File: src/hw/rtl/logistic_loss_gradient_accumulator_macros.svh
// Assertion macros for the logistic loss gradient accumulator.
// Define NO_ASSERTIONS to compile them out; no other dependencies.
`ifndef LOGISTIC_LOSS_GRADIENT_ACCUMULATOR_MACROS_SVH
`define LOGISTIC_LOSS_GRADIENT_ACCUMULATOR_MACROS_SVH
`ifndef NO_ASSERTIONS
`define LLGA_ASSERT_IMP(lbl, clk, rst_n, ante, cons, msg) \
    lbl: assert property (@(posedge clk) disable iff (!rst_n) (ante) |-> (cons)) \
        else $error(msg);
`define LLGA_ASSERT_NXT(lbl, clk, rst_n, ante, cons, msg) \
    lbl: assert property (@(posedge clk) disable iff (!rst_n) (ante) |=> (cons)) \
        else $error(msg);
`else
`define LLGA_ASSERT_IMP(lbl, clk, rst_n, ante, cons, msg)
`define LLGA_ASSERT_NXT(lbl, clk, rst_n, ante, cons, msg)
`endif
`endif

File: src/hw/rtl/llga_ram.sv
// Generic simple dual-port RAM with registered read.
// No dependencies.
`default_nettype none
module llga_ram #(
    parameter int WIDTH = 16,
    parameter int DEPTH = 256,
    localparam int AW = (DEPTH > 1) ? $clog2(DEPTH) : 1
) (
    input  wire logic             i_clk,
    input  wire logic             i_we,
    input  wire logic [AW-1:0]    i_waddr,
    input  wire logic [WIDTH-1:0] i_wdata,
    input  wire logic             i_re,
    input  wire logic [AW-1:0]    i_raddr,
    output logic      [WIDTH-1:0] o_rdata
);
    logic [WIDTH-1:0] r_mem [DEPTH];

    always_ff @(posedge i_clk) begin
        if (i_we) begin
            r_mem[i_waddr] <= i_wdata;
        end
        if (i_re) begin
            o_rdata <= r_mem[i_raddr];
        end
    end
endmodule
`default_nettype wire

File: config.mk
export PLATFORM = sky130hd
export DESIGN_NAME = llga_ram
export DESIGN_NICKNAME = d
export VERILOG_FILES = /design/src/hw/rtl/logistic_loss_gradient_accumulator_macros.svh /design/src/hw/rtl/llga_ram.sv
export SDC_FILE = /design/constraint.sdc
export NUM_CORES = 2
export LEC_CHECK = 0
export ABC_CLOCK_PERIOD_IN_PS = 3600
export CAP_MARGIN = 20
export CORE_UTILIZATION = 45
export CTS_BUF_LIST = sky130_fd_sc_hd__clkbuf_4 sky130_fd_sc_hd__clkbuf_8 sky130_fd_sc_hd__clkbuf_16
export CTS_CLUSTER_DIAMETER = 50
export DETAILED_ROUTE_END_ITERATION = 8
export DONT_BUFFER_PORTS = 1
export HOLD_SLACK_MARGIN = 0.12
export SYNTH_ARGS = -nofsm -noshare
export SYNTH_HDL_FRONTEND = slang
export SYNTH_SLANG_ARGS = --single-unit
export TNS_END_PERCENT = 10
File: constraint.sdc
create_clock -name i_clk -period 3.6 [get_ports i_clk]
set_clock_uncertainty 0.05 [all_clocks]
set_input_delay 0.18 -clock i_clk [delete_from_list [all_inputs] [get_ports i_clk]]
set_output_delay 0.18 -clock i_clk [all_outputs]
set_load 0.1 [all_outputs]
==> out/results.ini <==
[setup_path]
arrival_ns = 4.09
crit_path_max_fanout = 150
start_kind = input port
critPathKind = in2reg
reg2reg_depth = 6
r2r_end = o_rdata[6]
rrSetupSlack_ns = 0.47
setup.worst_path.end_class = flip-flop
required_ns = 4.22
r2r-start = r_mem[59][6]

[die]
die-area_sq_um = 355400
coreArea_sq_um = 350200
io_pins = 51
die_w_um = 596.2
std_cell_rows = 217
start_util_pct = 45.36
die_h_um = 596.2

[grt]
use_met2_pct = 38.00
grt_pass1_wl_um = 608300
use_met3_pct = 4.242
grt_pass1_vias = 78900
top_usage_layer = met2
grt_remaining_overflow = 0
grt_start_max_net_pins = 738
antenna_found_initial = 33
globalRouteTotalUtil_pct = 24.13
use_met1_pct = 34.59

[synthesis]
yosysTopAreaCell = edfxtp_1
netlist_area_sq_um = 158900
synth.avg_cell_area_sq_um = 21.59
synth_cells = 7360
ys_ff_latch = 4112
synthArstFlopShare_pct = 0
synth_area_leaders = edfxtp_1, mux4_2, mux2i_1
synth.distinct_cells = 51
yosys_warnings = 0
syn-num-nets = 7395
ys_seq_area_share_pct = 77.72
post-synth-top-area-fraction_pct = 77.72
synth_edf_count = 4112
ys.flop_type = edfxtp_1

[job]
maxCapViolCount = 0

[worst_hold_path]
hold_path.startpoint = i_re
worstHoldEndpoint = o_rdata[15]
worstHoldPathCells = 2
hp-class = in2reg

[clock_tree]
post_cts_buffers = 0
clkSinkCount = 4112
cts_buffer_depth = 4
htree_num_levels = 5
cts_tree = done
clk_latency_ns = 0.99
cts-root-buf = clkbuf_16
numCtsBuffers = 443
clk_pin_slew_ns = 0.06

[routing]
vias_per_cell = 6.141
vias = 80360
wl_per_cell_um = 33.21
drc = 0
antenna_left = 0
wl_um = 434600
drtIter0Drc = 10310
first_pass_iters = 6

[sta]
tns_ns = 0
period_needed_ns = 3.470
whs_ns = 0.1947
setup_viol = 0
fmax_mhz = 288.2
rsz0062_at_grt = true
relSlewSlack_pct = -68.79
fin_crit_sh_pct = 96.40
finalHoldViolCount = 0
slew_viol_final = 737
tightest_slew_ns = 2.532

[outcome]
outcome = finished, violations left
violations = slew limit

[power]
irDropWorstVdd_uv = 428.3
leakagePower_nw = 59.13
powerDensity_nw_per_um2 = 561.7

[place]
placed_area_sq_um = 168000
placed_cells = 12180
portBuffers = 0
finalWeightedCongestion = 0.8220
post-dp-hpwl_um = 230900

[cells_and_area]
nNetsFinal = 8137
final_util_pct = 52.56
drive_gt1_share_pct = 28.78
final_area_sq_um = 184100
syn_to_final_growth_pct = 15.87
stdcell_count = 13090

## through the flow
stage / total power, mW / setup slack [ns]
after floorplan: 56.62 / 1.121
after global placement: 58.03 / -2.169
after detailed placement: 58.04 / -2.259
after CTS: 104.0 / 0.003300
after global routing: 106.0 / -0.07746
final: 103.4 / 0.1296
## cell usage after synthesis (all sizes together), types with 21 or more instances
master,instances
edfxtp,4112
mux4,797
mux2i,565
nor2,304
o221ai,253
clkbuf,230
buf,222
a21oi,175
o22ai,148
nor3,92
mux2,88
a22oi,43
nand2,38
o21ai,38
nand3,35
a22o,32
a221oi,28
nand4,26
o32ai,21
## state kept, by name (all words and copies together), names as in the netlist
name and count:
o_rdata 16, r_mem 4096
## cell type report
type                    instances  area [sq um]
diodes                         21         52.55
clock buffers                 537         11900
clock inverters               271          2676
fillers                     26960        166200
inverters                       4         27.53
multi-input cells            2792         33060
flip-flops and latches       4112        123500
well taps                    4599          5754
repair buffers                749          7147
## how the worst max path moves through the flow
stage,start,to,cells past startpoint
3_3_place_gp,i_raddr[0],o_rdata[13],10
4_1_cts,i_raddr[0],o_rdata[6],10
2_1_floorplan,i_raddr[0],o_rdata[4],8
6_report,i_raddr[0],o_rdata[7],8
5_1_grt,i_raddr[0],o_rdata[12],12
3_5_place_dp,i_raddr[0],o_rdata[13],10
## per-layer routing
metal  routed length (um)  vias up
met5                  104        -
met4                14260       12
met3                39300      674
met2               205600     3879
met1               175300    42920
li1                     -    32870
## kinds of logic (layout without fill, tap and decap cells)
| logic type | Yosys count | count (layout) | share of synthesized area (%) |
|---|---|---|---|
| DFF | 4112 | 4112 | 77.72 |
| muxes | 1450 | 1450 | 15.48 |
| AOI/OAI and AO/OA | 786 | 786 | 3.534 |
| and+or+nand+nor | 556 | 556 | 1.573 |
| buffers and inverters | 456 | 1561 | 1.692 |
| other | 0 | 21 | 0 |
## what timing repair did
item                                   4_1_cts  5_1_grt
setup endpoints to repair                   16       13
gates resized for setup                      0        8
cloned                                       7        1
endpoints found under the hold margin     7042        0
hold buffers                                61        0
## worst max-delay path, cell delays in order
cell     delay [ns]
buf_16         0.62
buf_16         0.49
buf_16         0.55
mux4_2         0.62
o22ai_1        0.18
nor3_1         0.09
nor3_1         0.58
nor4_1         0.10
## placed cells by master, fill, tap and decap left out, drive strengths merged, types with 21 or more instances in the layout
cell type,instances
inv,34
o22ai,148
o32ai,21
nand4,26
diode,21
nand3,35
mux2i,565
a22oi,43
mux2,88
a22o,32
edfxtp,4112
clkbuf,539
nor3,92
a221oi,28
nand2,38
mux4,797
bufinv,43
a21oi,175
nor2,304
dlygate4sd3,40
buf,702
o21ai,38
clkinv,180
o221ai,253
## power by group
part | switching, mW | internal (mW)
combinational | 3.28 | 2.02
sequential | 0.0446 | 52.8
clock | 18.6 | 26.6
total | 21.9 | 81.5
Note: power is estimated with default switching activity, not from simulation.
